$ cat src/hw/rtl/rlp_string_stream_decoder_core_assert.svh
// Assertion macros shared by the decoder RTL.
// Each macro expands to a labeled concurrent assertion in simulation and to
// nothing in synthesis.
`ifndef RLP_STRING_STREAM_DECODER_CORE_ASSERT_SVH
`define RLP_STRING_STREAM_DECODER_CORE_ASSERT_SVH

`ifndef SYNTHESIS

// Checked on every rising edge outside of reset.
`define RLPSD_ASSERT(label, clock, reset, prop, msg) \
  label: assert property (@(posedge clock) disable iff (reset) prop) else $error(msg);

// Checked on every rising edge, reset included.
`define RLPSD_ASSERT_ALWAYS(label, clock, prop, msg) \
  label: assert property (@(posedge clock) prop) else $error(msg);

`else

`define RLPSD_ASSERT(label, clock, reset, prop, msg)

`define RLPSD_ASSERT_ALWAYS(label, clock, prop, msg)

`endif

`endif

$ cat src/hw/rtl/rlpsd_pkg.sv
package rlpsd_pkg;

  // Longest big-endian length field that is decoded (4 bytes; longer fields give ST_WIDE).
  localparam int LEN_BYTES_MAX = 4;

  // Prefix boundaries.
  localparam logic [7:0] PREFIX_SHORT_BASE = 8'h80;
  localparam logic [7:0] PREFIX_SHORT_MAX  = 8'hb7;
  localparam logic [7:0] PREFIX_LONG_MAX   = 8'hbf;

  // Frame status codes.
  localparam logic [1:0] ST_OK    = 2'd0;
  localparam logic [1:0] ST_TRUNC = 2'd1;
  localparam logic [1:0] ST_LIST  = 2'd2;
  localparam logic [1:0] ST_WIDE  = 2'd3;

  // Decoder phase, one-hot.
  typedef enum logic [4:0] {
    PH_PREFIX  = 5'b00001,
    PH_LENGTH  = 5'b00010,
    PH_PAYLOAD = 5'b00100,
    PH_DONE    = 5'b01000,
    PH_ERROR   = 5'b10000
  } phase_t;

  // One input transaction.
  typedef struct packed {
    logic [7:0] in_byte;
    logic       in_last;
  } rlpsd_in_t;

  // One output transaction.
  typedef struct packed {
    logic [7:0]  out_data;
    logic        data_valid;
    logic        frame_done;
    logic [1:0]  status;
    logic [31:0] payload_length;
    logic [32:0] consumed_count;
  } rlpsd_out_t;

  // Decoder state carried from byte to byte.
  typedef struct packed {
    phase_t      phase;
    logic [31:0] length_accumulator;
    logic [3:0]  length_bytes_left;
    logic [31:0] payload_left;
    logic [32:0] consumed_so_far;
    logic [1:0]  held_status;
  } rlpsd_state_t;

  localparam rlpsd_state_t STATE_INIT = '{
    phase:              PH_PREFIX,
    length_accumulator: 32'd0,
    length_bytes_left:  4'd0,
    payload_left:       32'd0,
    consumed_so_far:    33'd0,
    held_status:        ST_OK
  };

endpackage

$ cat src/hw/rtl/rlpsd_step.sv
module rlpsd_step
  import rlpsd_pkg::*;
(
  input  rlpsd_state_t state,
  input  rlpsd_in_t    item,
  output rlpsd_state_t state_next,
  output rlpsd_out_t   result,
  output logic         result_valid
);

  rlpsd_state_t upd;
  logic         dv;
  logic [3:0]   long_count;
  logic [31:0]  short_len;
  logic [31:0]  acc_shifted;
  logic [3:0]   left_dec;
  logic [31:0]  payload_dec;

  // Helper values for the phase update.
  assign long_count  = {1'b0, item.in_byte[2:0]} + 4'd1;
  assign short_len   = {24'd0, item.in_byte - PREFIX_SHORT_BASE};
  assign acc_shifted = {state.length_accumulator[23:0], item.in_byte};
  assign left_dec    = state.length_bytes_left - 4'd1;
  assign payload_dec = state.payload_left - 32'd1;

  // Advance the decoder by one byte.
  always_comb begin
    upd = state;
    dv  = 1'b0;
    unique case (state.phase)
      PH_PREFIX: begin
        upd.consumed_so_far = 33'd1;
        if (item.in_byte < PREFIX_SHORT_BASE) begin
          upd.length_accumulator = 32'd1;
          dv = 1'b1;
          upd.phase = PH_DONE;
        end else if (item.in_byte <= PREFIX_SHORT_MAX) begin
          upd.length_accumulator = short_len;
          upd.payload_left = short_len;
          upd.phase = (short_len == 32'd0) ? PH_DONE : PH_PAYLOAD;
        end else if (item.in_byte <= PREFIX_LONG_MAX) begin
          if (long_count > 4'(LEN_BYTES_MAX)) begin
            upd.held_status = ST_WIDE;
            upd.phase = PH_ERROR;
          end else begin
            upd.length_accumulator = 32'd0;
            upd.length_bytes_left = long_count;
            upd.phase = PH_LENGTH;
          end
        end else begin
          upd.held_status = ST_LIST;
          upd.phase = PH_ERROR;
        end
      end
      PH_LENGTH: begin
        upd.consumed_so_far = state.consumed_so_far + 33'd1;
        if (state.length_accumulator[31:24] != 8'd0) begin
          // The next byte would push the length past 32 bits.
          upd.held_status = ST_WIDE;
          upd.phase = PH_ERROR;
        end else begin
          upd.length_accumulator = acc_shifted;
          upd.length_bytes_left = left_dec;
          if (left_dec == 4'd0) begin
            upd.payload_left = acc_shifted;
            upd.phase = (acc_shifted == 32'd0) ? PH_DONE : PH_PAYLOAD;
          end
        end
      end
      PH_PAYLOAD: begin
        upd.consumed_so_far = state.consumed_so_far + 33'd1;
        dv = 1'b1;
        upd.payload_left = payload_dec;
        if (payload_dec == 32'd0) begin
          upd.phase = PH_DONE;
        end
      end
      default: begin
        // Item complete or in error: the byte is ignored.
      end
    endcase
  end

  // Build the result and return to the prefix phase at the frame's end.
  always_comb begin
    result       = '0;
    result_valid = dv || item.in_last;
    state_next   = upd;
    result.data_valid = dv;
    result.out_data   = dv ? item.in_byte : 8'd0;
    if (item.in_last) begin
      result.frame_done     = 1'b1;
      result.consumed_count = upd.consumed_so_far;
      if (upd.phase == PH_DONE) begin
        result.status         = ST_OK;
        result.payload_length = upd.length_accumulator;
      end else if (upd.phase == PH_ERROR) begin
        result.status = upd.held_status;
      end else begin
        result.status = ST_TRUNC;
        if (upd.phase == PH_PAYLOAD) begin
          result.payload_length = upd.length_accumulator;
        end
      end
      state_next = STATE_INIT;
    end
  end

endmodule

$ cat src/hw/rtl/rlp_string_stream_decoder_core.sv
// Channel   Direction  Handshake           Payload
// in        sink       in_valid/in_stall   in_item  (rlpsd_in_t: byte, last flag)
// out       source     out_valid/out_stall out_item (rlpsd_out_t: data, frame status)
//
// One byte is taken per clock cycle while the output is not stalled; a result
// passes through the input register and then the output register. The rate is
// set by the single per-byte state update between those two registers.
// Reset (rst, synchronous) empties both registers and puts the decoder at the
// start of a frame.
// A stall on the output holds the result and backs up into in_stall at once.
`include "rlp_string_stream_decoder_core_assert.svh"

module rlp_string_stream_decoder_core
  import rlpsd_pkg::*;
(
  input  logic       clk,
  input  logic       rst,
  input  logic       in_valid,
  output logic       in_stall,
  input  rlpsd_in_t  in_item,
  output logic       out_valid,
  input  logic       out_stall,
  output rlpsd_out_t out_item
);

  logic         s1_valid;
  rlpsd_in_t    s1_item;
  logic         s1_adv;
  rlpsd_state_t state;
  rlpsd_state_t state_next;
  rlpsd_out_t   result;
  logic         result_valid;

  // The staged byte moves on whenever the output register can take a result.
  assign s1_adv   = s1_valid && (!out_valid || !out_stall);
  assign in_stall = s1_valid && !s1_adv;

  // Input register.
  always_ff @(posedge clk) begin
    if (rst) begin
      s1_valid <= 1'b0;
    end else if (!s1_valid || s1_adv) begin
      s1_valid <= in_valid;
    end
  end

  always_ff @(posedge clk) begin
    if (!s1_valid || s1_adv) begin
      s1_item <= in_item;
    end
  end

  // Per-byte decode.
  rlpsd_step u_step (
    .state        (state),
    .item         (s1_item),
    .state_next   (state_next),
    .result       (result),
    .result_valid (result_valid)
  );

  // Decoder state.
  always_ff @(posedge clk) begin
    if (rst) begin
      state <= STATE_INIT;
    end else if (s1_adv) begin
      state <= state_next;
    end
  end

  // Output register.
  always_ff @(posedge clk) begin
    if (rst) begin
      out_valid <= 1'b0;
    end else if (s1_adv && result_valid) begin
      out_valid <= 1'b1;
    end else if (!out_stall) begin
      out_valid <= 1'b0;
    end
  end

  always_ff @(posedge clk) begin
    if (s1_adv && result_valid) begin
      out_item <= result;
    end
  end

  // A result that does not close a frame always carries a payload byte.
  `RLPSD_ASSERT(a_result_has_data, clk, rst, out_valid && !out_item.frame_done |-> out_item.data_valid, "result without data or frame end")
  // Without a payload byte the data field reads zero.
  `RLPSD_ASSERT(a_idle_data_zero, clk, rst, out_valid && !out_item.data_valid |-> out_item.out_data == 8'd0, "nonzero data without data_valid")
  // A processed last byte returns the decoder to the prefix phase.
  `RLPSD_ASSERT(a_frame_restart, clk, rst, s1_adv && s1_item.in_last |=> state.phase == PH_PREFIX, "decoder did not restart after frame end")
  // While in the payload phase at least one payload byte is still owed.
  `RLPSD_ASSERT(a_payload_left, clk, rst, state.phase == PH_PAYLOAD |-> state.payload_left != 32'd0, "payload phase with nothing left")

endmodule

$ cat config.mk
export PLATFORM = sky130hd
export DESIGN_NAME = rlp_string_stream_decoder_core
export DESIGN_NICKNAME = d
export VERILOG_FILES = /design/src/hw/rtl/rlpsd_pkg.sv /design/src/hw/rtl/rlpsd_step.sv /design/src/hw/rtl/rlp_string_stream_decoder_core.sv
export VERILOG_INCLUDE_DIRS = /design/src /design/src/hw/rtl
export SDC_FILE = /design/constraint.sdc
export NUM_CORES = 1
export LEC_CHECK = 0
export BUFFER_PORTS_ARGS = -buffer_cell sky130_fd_sc_hd__buf_2
export CORE_ASPECT_RATIO = 1.75
export CORE_UTILIZATION = 35
export DETAILED_ROUTE_END_ITERATION = 8
export PLACE_DENSITY = 0.6
export SKIP_CTS_REPAIR_TIMING = 1
export SYNTH_ARGS = -nofsm -noshare
export SYNTH_HDL_FRONTEND = slang
export SYNTH_SLANG_ARGS = --single-unit
export TNS_END_PERCENT = 1
$ cat constraint.sdc
create_clock -name clk -period 13.95 [get_ports clk]
set_input_delay 1.395 -clock clk [delete_from_list [all_inputs] [get_ports clk]]
set_output_delay 1.395 -clock clk [all_outputs]
set_load 0.02 [all_outputs]
After elaboration in Yosys (flattened, before gate mapping)
Cells that the tools add are included.
{"block": "totals", "ff_bits": 196, "input_bits": 13, "output_inout_bits": 79, "word_cells": 98}
{"block": "op_classes", "add_sub_neg": 5, "magnitude_cmp": 4, "eq_ne": 14, "n_mux": 35, "bitwise": 2, "reduce_logical": 21}
{"op": "$pmux W65 S3", "n": 1}
{"op": "$mux W68", "n": 2}
{"op": "$mux W32", "n": 4}
{"op": "$mux W108", "n": 1}
{"op": "$mux W36", "n": 3}
{"op": "$logic_not A32 Y1", "n": 3}
{"op": "$mux W37", "n": 2}
{"op": "$pmux W36 S2", "n": 1}
{"op": "$mux W34", "n": 1}
{"op": "$add A33 B1 Y33 const B", "n": 1}
{"op": "$sub A32 B1 Y32 const B", "n": 1}
{"op": "$mux W5", "n": 5}
{"op": "$le A8 B8 Y1 const B", "n": 2}
{"op": "$pmux W5 S3", "n": 1}
{"op": "$mux W2", "n": 6}
{"op": "$mux W4", "n": 3}
{"op": "$ne A3 B3 Y1 const B", "n": 4}
{"op": "$eq A5 B3 Y1 const B", "n": 2}
{"op": "$ne A3 B2 Y1 const B", "n": 3}
{"op": "$lt A8 B8 Y1 const B", "n": 1}
{"op": "$reduce_bool A8 Y1", "n": 1}
{"op": "$sub A8 B8 Y8 const B", "n": 1}
{"op": "$reduce_and A7 Y1", "n": 1}
{"op": "$reduce_and A6 Y1", "n": 1}
{"op": "other kinds (20)", "n": 30}

Logic depth before layout (Yosys ltp)
Gate-level depths: netlist of run 1.
{"block": "logic_depth", "ltp_word": 12, "ltp_mapped": 11, "ltp_nobuf": 10}

Modules after synthesis
A second synthesis of run 1 with hierarchy kept.
{"block": "hier_totals", "hier_cells": 1260, "area_unflattened_um2": 11319.6}
{"module": "rlp_string_stream_decoder_core", "n_inst": 1, "cells_each": 565, "area_per_inst_um2": 7435.9, "seq_area_each_um2": 4784.6}
{"module": "rlpsd_step", "n_inst": 1, "cells_each": 695, "area_per_inst_um2": 3883.7, "seq_area_each_um2": 0.0}

Worst setup path after synthesis of run 1
Ideal clock, no wire load.
{"block": "synth_timing", "path_type": "input-to-reg", "startpoint": "in out_stall", "endpoint": "reg out_item[0] (netlist bit), enable pin", "setup_time_ns": 0.539, "t_arrival_ns": 5.527, "required_time_ns": 13.411, "setup_slack_ns": 7.884, "path_stages": 4, "n_path_buf": 1, "path_cell_list": "nand2_1 > nand2_1 > clkbuf_1 > a21oi_1"}
{"block": "synth_between", "elab_chain_len": 4}
{"item": "from (decl)", "line": "rlp_string_stream_decoder_core.sv:22", "source": "input logic out_stall,"}
{"item": "$logic_not A1 Y1"}
{"item": "$logic_or A1 B1 Y1", "line": "rlp_string_stream_decoder_core.sv:35", "source": "assign s1_adv = s1_valid && (!out_valid || !out_stall);"}
{"item": "$logic_and A1 B1 Y1", "line": "rlp_string_stream_decoder_core.sv:35"}
{"item": "$logic_and A1 B1 Y1", "line": "rlp_string_stream_decoder_core.sv:83", "source": "if (s1_adv && result_valid) begin"}
{"item": "to (signal assigned)", "line": "rlp_string_stream_decoder_core.sv:84", "source": "out_item <= result;"}
{"item": "to (decl)", "line": "rlp_string_stream_decoder_core.sv:23", "source": "output rlpsd_out_t out_item"}
Every way passes these cells.
A chain may end at the register's enable or synchronous reset.

Final worst setup path of run 1
{"block": "layout_timing", "startpoint": "reg, netlist name state[105]", "endpoint": "reg, netlist name state[72]"}
{"block": "layout_between", "elab_chain_len": 3, "elab_cells_between_ends": 4, "classes_between": "2 x eq/ne; 2 x mux"}
{"item": "$eq A5 B2 Y1 / $eq A5 B1 Y1 (equally long branches)", "line": "rlpsd_step.sv:30", "source": "unique case (state.phase)"}
{"item": "$pmux W36 S2 *", "line": "rlpsd_step.sv:30"}
{"item": "$mux W108 *", "line": "rlpsd_step.sv:91", "source": "if (item.in_last) begin"}
Every way passes the cells marked *; elsewhere a longest branch is shown, timed or not.

==> results of run 1 <==
## critical path, cell delays in order (launching register included)
cell	delay [ns]
dfxtp_1	0.36
nor3_1	0.42
nand3b_1	0.83
o32ai_1	0.86
or2_2	0.54
a21o_1	0.71
a22oi_1	0.24
nor2_1	0.12
## power by group
part           internal [uW]  total [uW]  switching (uW)
Sequential               609         616            7.62
Clock                    262         483             221
Combinational           35.0         124            89.1
## synthesized netlist by cell type (13+ instances only)
cell / instances
o21ai_0: 71
a21oi_1: 100
nor4_1: 23
nor3_1: 32
and2_1: 20
clkbuf_1: 59
a22oi_1: 76
nand3b_1: 13
nand3_1: 31
xnor2_1: 22
nand2_1: 109
inv_1: 14
dfxtp_1: 110
edfxtp_1: 86
nor2_1: 181
xor2_1: 16
or3_1: 15
nand4_1: 20
## metrics by stage
step	setup WS, ns	hold slack (ns)	cells
5_1_grt	9.52	0.513	1557
2_1_floorplan	7.88	0.424	1123
4_1_cts	9.83	0.493	1557
3_3_place_gp	10.0	0.474	1525
6_report	9.80	0.492	1557
3_5_place_dp	9.85	0.477	1525
## state kept, by name, summed over array words and instances, names as in the netlist
signal     count
out_item      77
out_valid      1
s1_item        9
s1_valid       1
state        108
## metal layers
| metal | routed length, um | global-route usage | up-vias |
|---|---|---|---|
| met5 | 0 | 0 | - |
| met4 | 1070 | 0.103 | 0 |
| met3 | 965 | 0.0332 | 65 |
| met2 | 16200 | 0.394 | 252 |
| met1 | 10600 | 0.213 | 4194 |
| li1 | - | - | 4186 |
## cell usage in the layout (no fill, tap or decap), drive strengths merged, types with 9 or more instances in the layout
master / n
nor2: 182
dfxtp: 110
nand2: 110
buf: 106
a21oi: 100
edfxtp: 86
a22oi: 76
o21ai: 73
nor3: 33
nand3: 31
nor4: 27
clkbuf: 23
xnor2: 22
nand4: 21
and2: 20
inv: 19
xor2: 16
or3: 15
nand3b: 13
o21a: 10
and3: 9
## logic make-up (layout without fill, tap and decap cells)
kind of cell | Yosys count | count (layout) | share of synthesized area
buffers and inverters | 87 | 152 | 0.0352
muxes | 4 | 4 | 0.00407
and+or+nand+nor | 492 | 492 | 0.244
AOI/OAI and AO/OA | 299 | 299 | 0.188
adders and majority gates | 7 | 7 | 0.00889
xor gates and xnor gates | 38 | 38 | 0.0338
DFF | 196 | 196 | 0.486
## worst paths after layout
check                            endpoint  slack (ns)  cells after the start
worst max-delay path            state[72]        9.80                      7
worst min register to register   state[1]        0.49                      1
worst min-delay path             state[1]        0.49                      1
worst max register to register  state[72]        9.80                      7
## final cells by class
class / instances / area (sq um) / share of cell area
Clock buffer: 23 / 514 / 0.0460
Inverter: 14 / 52.6 / 0.00470
Clock inverter: 9 / 62.6 / 0.00559
Timing Repair Buffer: 106 / 568 / 0.0508
Multi-Input combinational cell: 840 / 4740 / 0.424
Tap cell: 369 / 462 / 0.0413
Sequential cell: 196 / 4780 / 0.428
==> results.tsv, run 1 <==
metric	value	unit
Root Buffer	clkbuf_16	
Routed WL	28900	um
ant diodes	0	
RR Startpoint	state[105]	
unrepaired setup endpoints after global routing	false	
worst min-delay path class	flip-flop to flip-flop	
post-route ant nets	0	
top cells by area, synth	edfxtp_1 (26%), dfxtp_1 (22%), nor2_1 (6.9%)	
Die Y	224	um
die area	0.0288	sq mm
vias in the first global route	8454	
Crit. End Element	flip-flop	
Clock Sinks	196	
Power Density	109	mW/mm^2
Worst-Margin Slew	1.13	ns
Fillers	2820	
# setup viols final	0	
Synth top area share	0.262	
synth unique cells	67	
Util after Layout	0.408	
Final Max Slew Viols	0	
global placer's final weighted congestion	0.919	
fmax	241	MHz
Final HPWL DP	20600	um
sequential fraction of the synthesis area	0.486	
Yosys warning count	0	
CTS tree	done	
Core ar.	0.0274	sq mm
Post-Syn Nets	1143	
H-tree depth	4	
layout cells sized above 1	0.138	
worst skew pair latency	0.45	ns
area of the mapped netlist	0.00985	sq mm
initial antenna violation count	0	
CP Data Required Time	14.33	ns
CTS Buf Count	17	
Initial Util	0.359	
CP arrival	4.53	ns
CTS max path bufs	2	
Worst Setup Start Kind	flip-flop	
drt pass-1 iters	5	
remaining global-route overflow	0	
fin area	0.0112	sq mm
Final period util	0.298	
number of synthesized flops with an enable pin	86	
Fin. Hold Viols	0	
nets@finish	1195	
Slew HR	0.246	
TNS Setup	0	ns
row cnt	80	
Syn Area/Cell	8.77	sq um
first-pass GRT wire length	45200	um
die width	129	um
initial DRC count	796	
pin count of the biggest net entering global routing	59	
Synth area leader	edfxtp_1	
Top FF cell, synth	dfxtp_1	
Avg WL per Cell	18.5	um
P&R area growth vs syn	13.5	%
DRC errors left	0	
Yosys reg bits	196	
critical path class	flip-flop to flip-flop	
CP Max Fanout	25	
Post-synth ARST share	0	
vias per inst	5.59	
Ports	92	
VDD IR max	0.0000923	V
clock skew	0.00945	ns
critical path startpoint	state[105]	
via count	8697	
total global routing track utilization	0.207	
static leakage	0.00405	uW
clock transition at the registers of the reported paths	0.07	ns
Post-DP Area	0.0106	sq mm
Gate Count Post-Synth	1123	
status	finished clean	
Total Power	1220	uW
Hold Startpoint	state[1]	
Max-cap violations	0	
I/O Buffers	91	
fin crit period	4.15	ns
Power figures use the tool's default switching activity.
==> run 2, diff against run 1 <==
- clock period: 13.95 -> 4.25 ns (I/O delays scaled with it)
==> results.tsv, run 2 (synthesis gave the netlist of run 1 again) <==
metric	value	unit
status	finished clean	
post-route ant nets	0	
critical path class	flip-flop to flip-flop	
fin cells	1569	
fmax	308	MHz
register area	0.00478	sq mm
H-tree depth	4	
DRC errors left	0	
Max-cap violations	0	
Avg WL per Cell	19.0	um
clock transition at the registers of the reported paths	0.08	ns
total global routing track utilization	0.213	
Worst-Margin Slew	1.19	ns
# setup viols final	0	
unrepaired setup endpoints after global routing	false	
VDD IR max	0.000297	V
Fin. Hold Viols	0	
via count	8860	
Core ar.	0.0274	sq mm
clock skew	0.00942	ns
Crit path largest cell delay	0.59	ns
Final period util	0.763	
Slew HR	0.202	
row cnt	80	
ant diodes	0	
Hold Startpoint	in_item[5]	
RR Startpoint	state[35]	
TNS Setup	0	ns
CTS Buf Count	17	
Worst Setup Start Kind	flip-flop	
initial antenna violation count	0	
Initial Util	0.359	
static leakage	0.00410	uW
delay-heaviest family, CP	simple AND/OR/NAND/NOR gates	
Root Buffer	clkbuf_16	
worst path bufs/invs	1	
layout cells sized above 1	0.148	
Power Density	360	mW/mm^2
critical path startpoint	state[35]	
drt pass-1 iters	6	
remaining global-route overflow	0	
die area	0.0288	sq mm
CTS max path bufs	2	
worst min-delay path class	primary input to flip-flop	
crit path cell chain	inv_1, ha_1, nor4b_1, nand4_1, nor2_1, xnor2_1, nand3_1, nor4_1, o211ai_1, and3_1	
vias per inst	5.65	
Ports	92	
CP Max Fanout	8	
max reg flops	108	
largest registers	state (108), out_item (77), s1_item (9)	
Crit. End Element	flip-flop	
fin crit period	3.24	ns
CTS tree	done	
Die Y	224	um
CP arrival	3.47	ns
multi-input combinational cell area	0.00474	sq mm
most common cell after layout, fill and taps aside	nor2_1	
Largest Register	state	
Fillers	2807	
worst skew pair latency	0.46	ns
CP max-delay cell	nor4b_1	
Routed WL	29800	um
I/O Buffers	91	
pin count of the biggest net entering global routing	51	
Final HPWL DP	21200	um
Util after Layout	0.411	
die width	129	um
P&R area growth vs syn	14.4	%
CP Data Required Time	4.47	ns
first-pass GRT wire length	46400	um
global placer's final weighted congestion	0.911	
Post-Place Cells	1537	
nets@finish	1207	
Clock Sinks	196	
Final Max Slew Viols	0	
commonest cells after routing, fill and taps aside	nor2_1 (181), dfxtp_1 (110), nand2_1 (109)	
initial DRC count	771	
vias in the first global route	8522	
[run 2: cell type report]
| cell class | count | share of cell area |
|---|---|---|
| clock buffer | 17 | 0.0378 |
| clock inverter | 15 | 0.0127 |
| inverter | 14 | 0.00467 |
| multi-input combinational | 840 | 0.421 |
| sequential | 196 | 0.425 |
| tap | 369 | 0.0410 |
| timing repair buffer | 118 | 0.0584 |
[run 2: power by group]
part,switching [uW],internal [uW]
Clock,774,824
Sequential,28.1,2000
Combinational,303,124
Total,1110,2950
[run 2: metal layers]
metal  GRT usage  vias up  routed length [um]
met2       0.395      281               16200
li1            -     4209                   -
met5           0        -                   0
met4       0.149        0                1820
met1       0.215     4275               10700
met3      0.0301       95                1140
[run 2: final timing paths]
| kind | to | slack (ns) | cells past startpoint |
|---|---|---|---|
| worst min register to register | state[1] | 0.48 | 1 |
| worst min-delay path | s1_item[5] | 0.14 | 1 |
| worst max register to register | out_item[65] | 1.01 | 10 |
| worst max-delay path | out_item[65] | 1.01 | 10 |
[run 2: through the flow]
stage,instance area [sq um],hold slack (ns),power [uW],worst slack (ns)
after global routing,11300,0.130,4190,0.700
after detailed placement,10700,0.469,2490,1.06
final,11300,0.141,4050,1.01
after floorplan,9850,0.424,2350,0.374
after CTS,11300,0.120,4090,1.06
after global placement,10700,0.455,2490,1.17
[run 2: worst reg2reg max path, stage by stage (launching register included)]
cell and delay, ns:
dfxtp_1 0.38, inv_1 0.08, ha_1 0.25, nor4b_1 0.59
nand4_1 0.35, nor2_1 0.22, xnor2_1 0.18, nand3_1 0.12
nor4_1 0.50, o211ai_1 0.16, and3_1 0.18
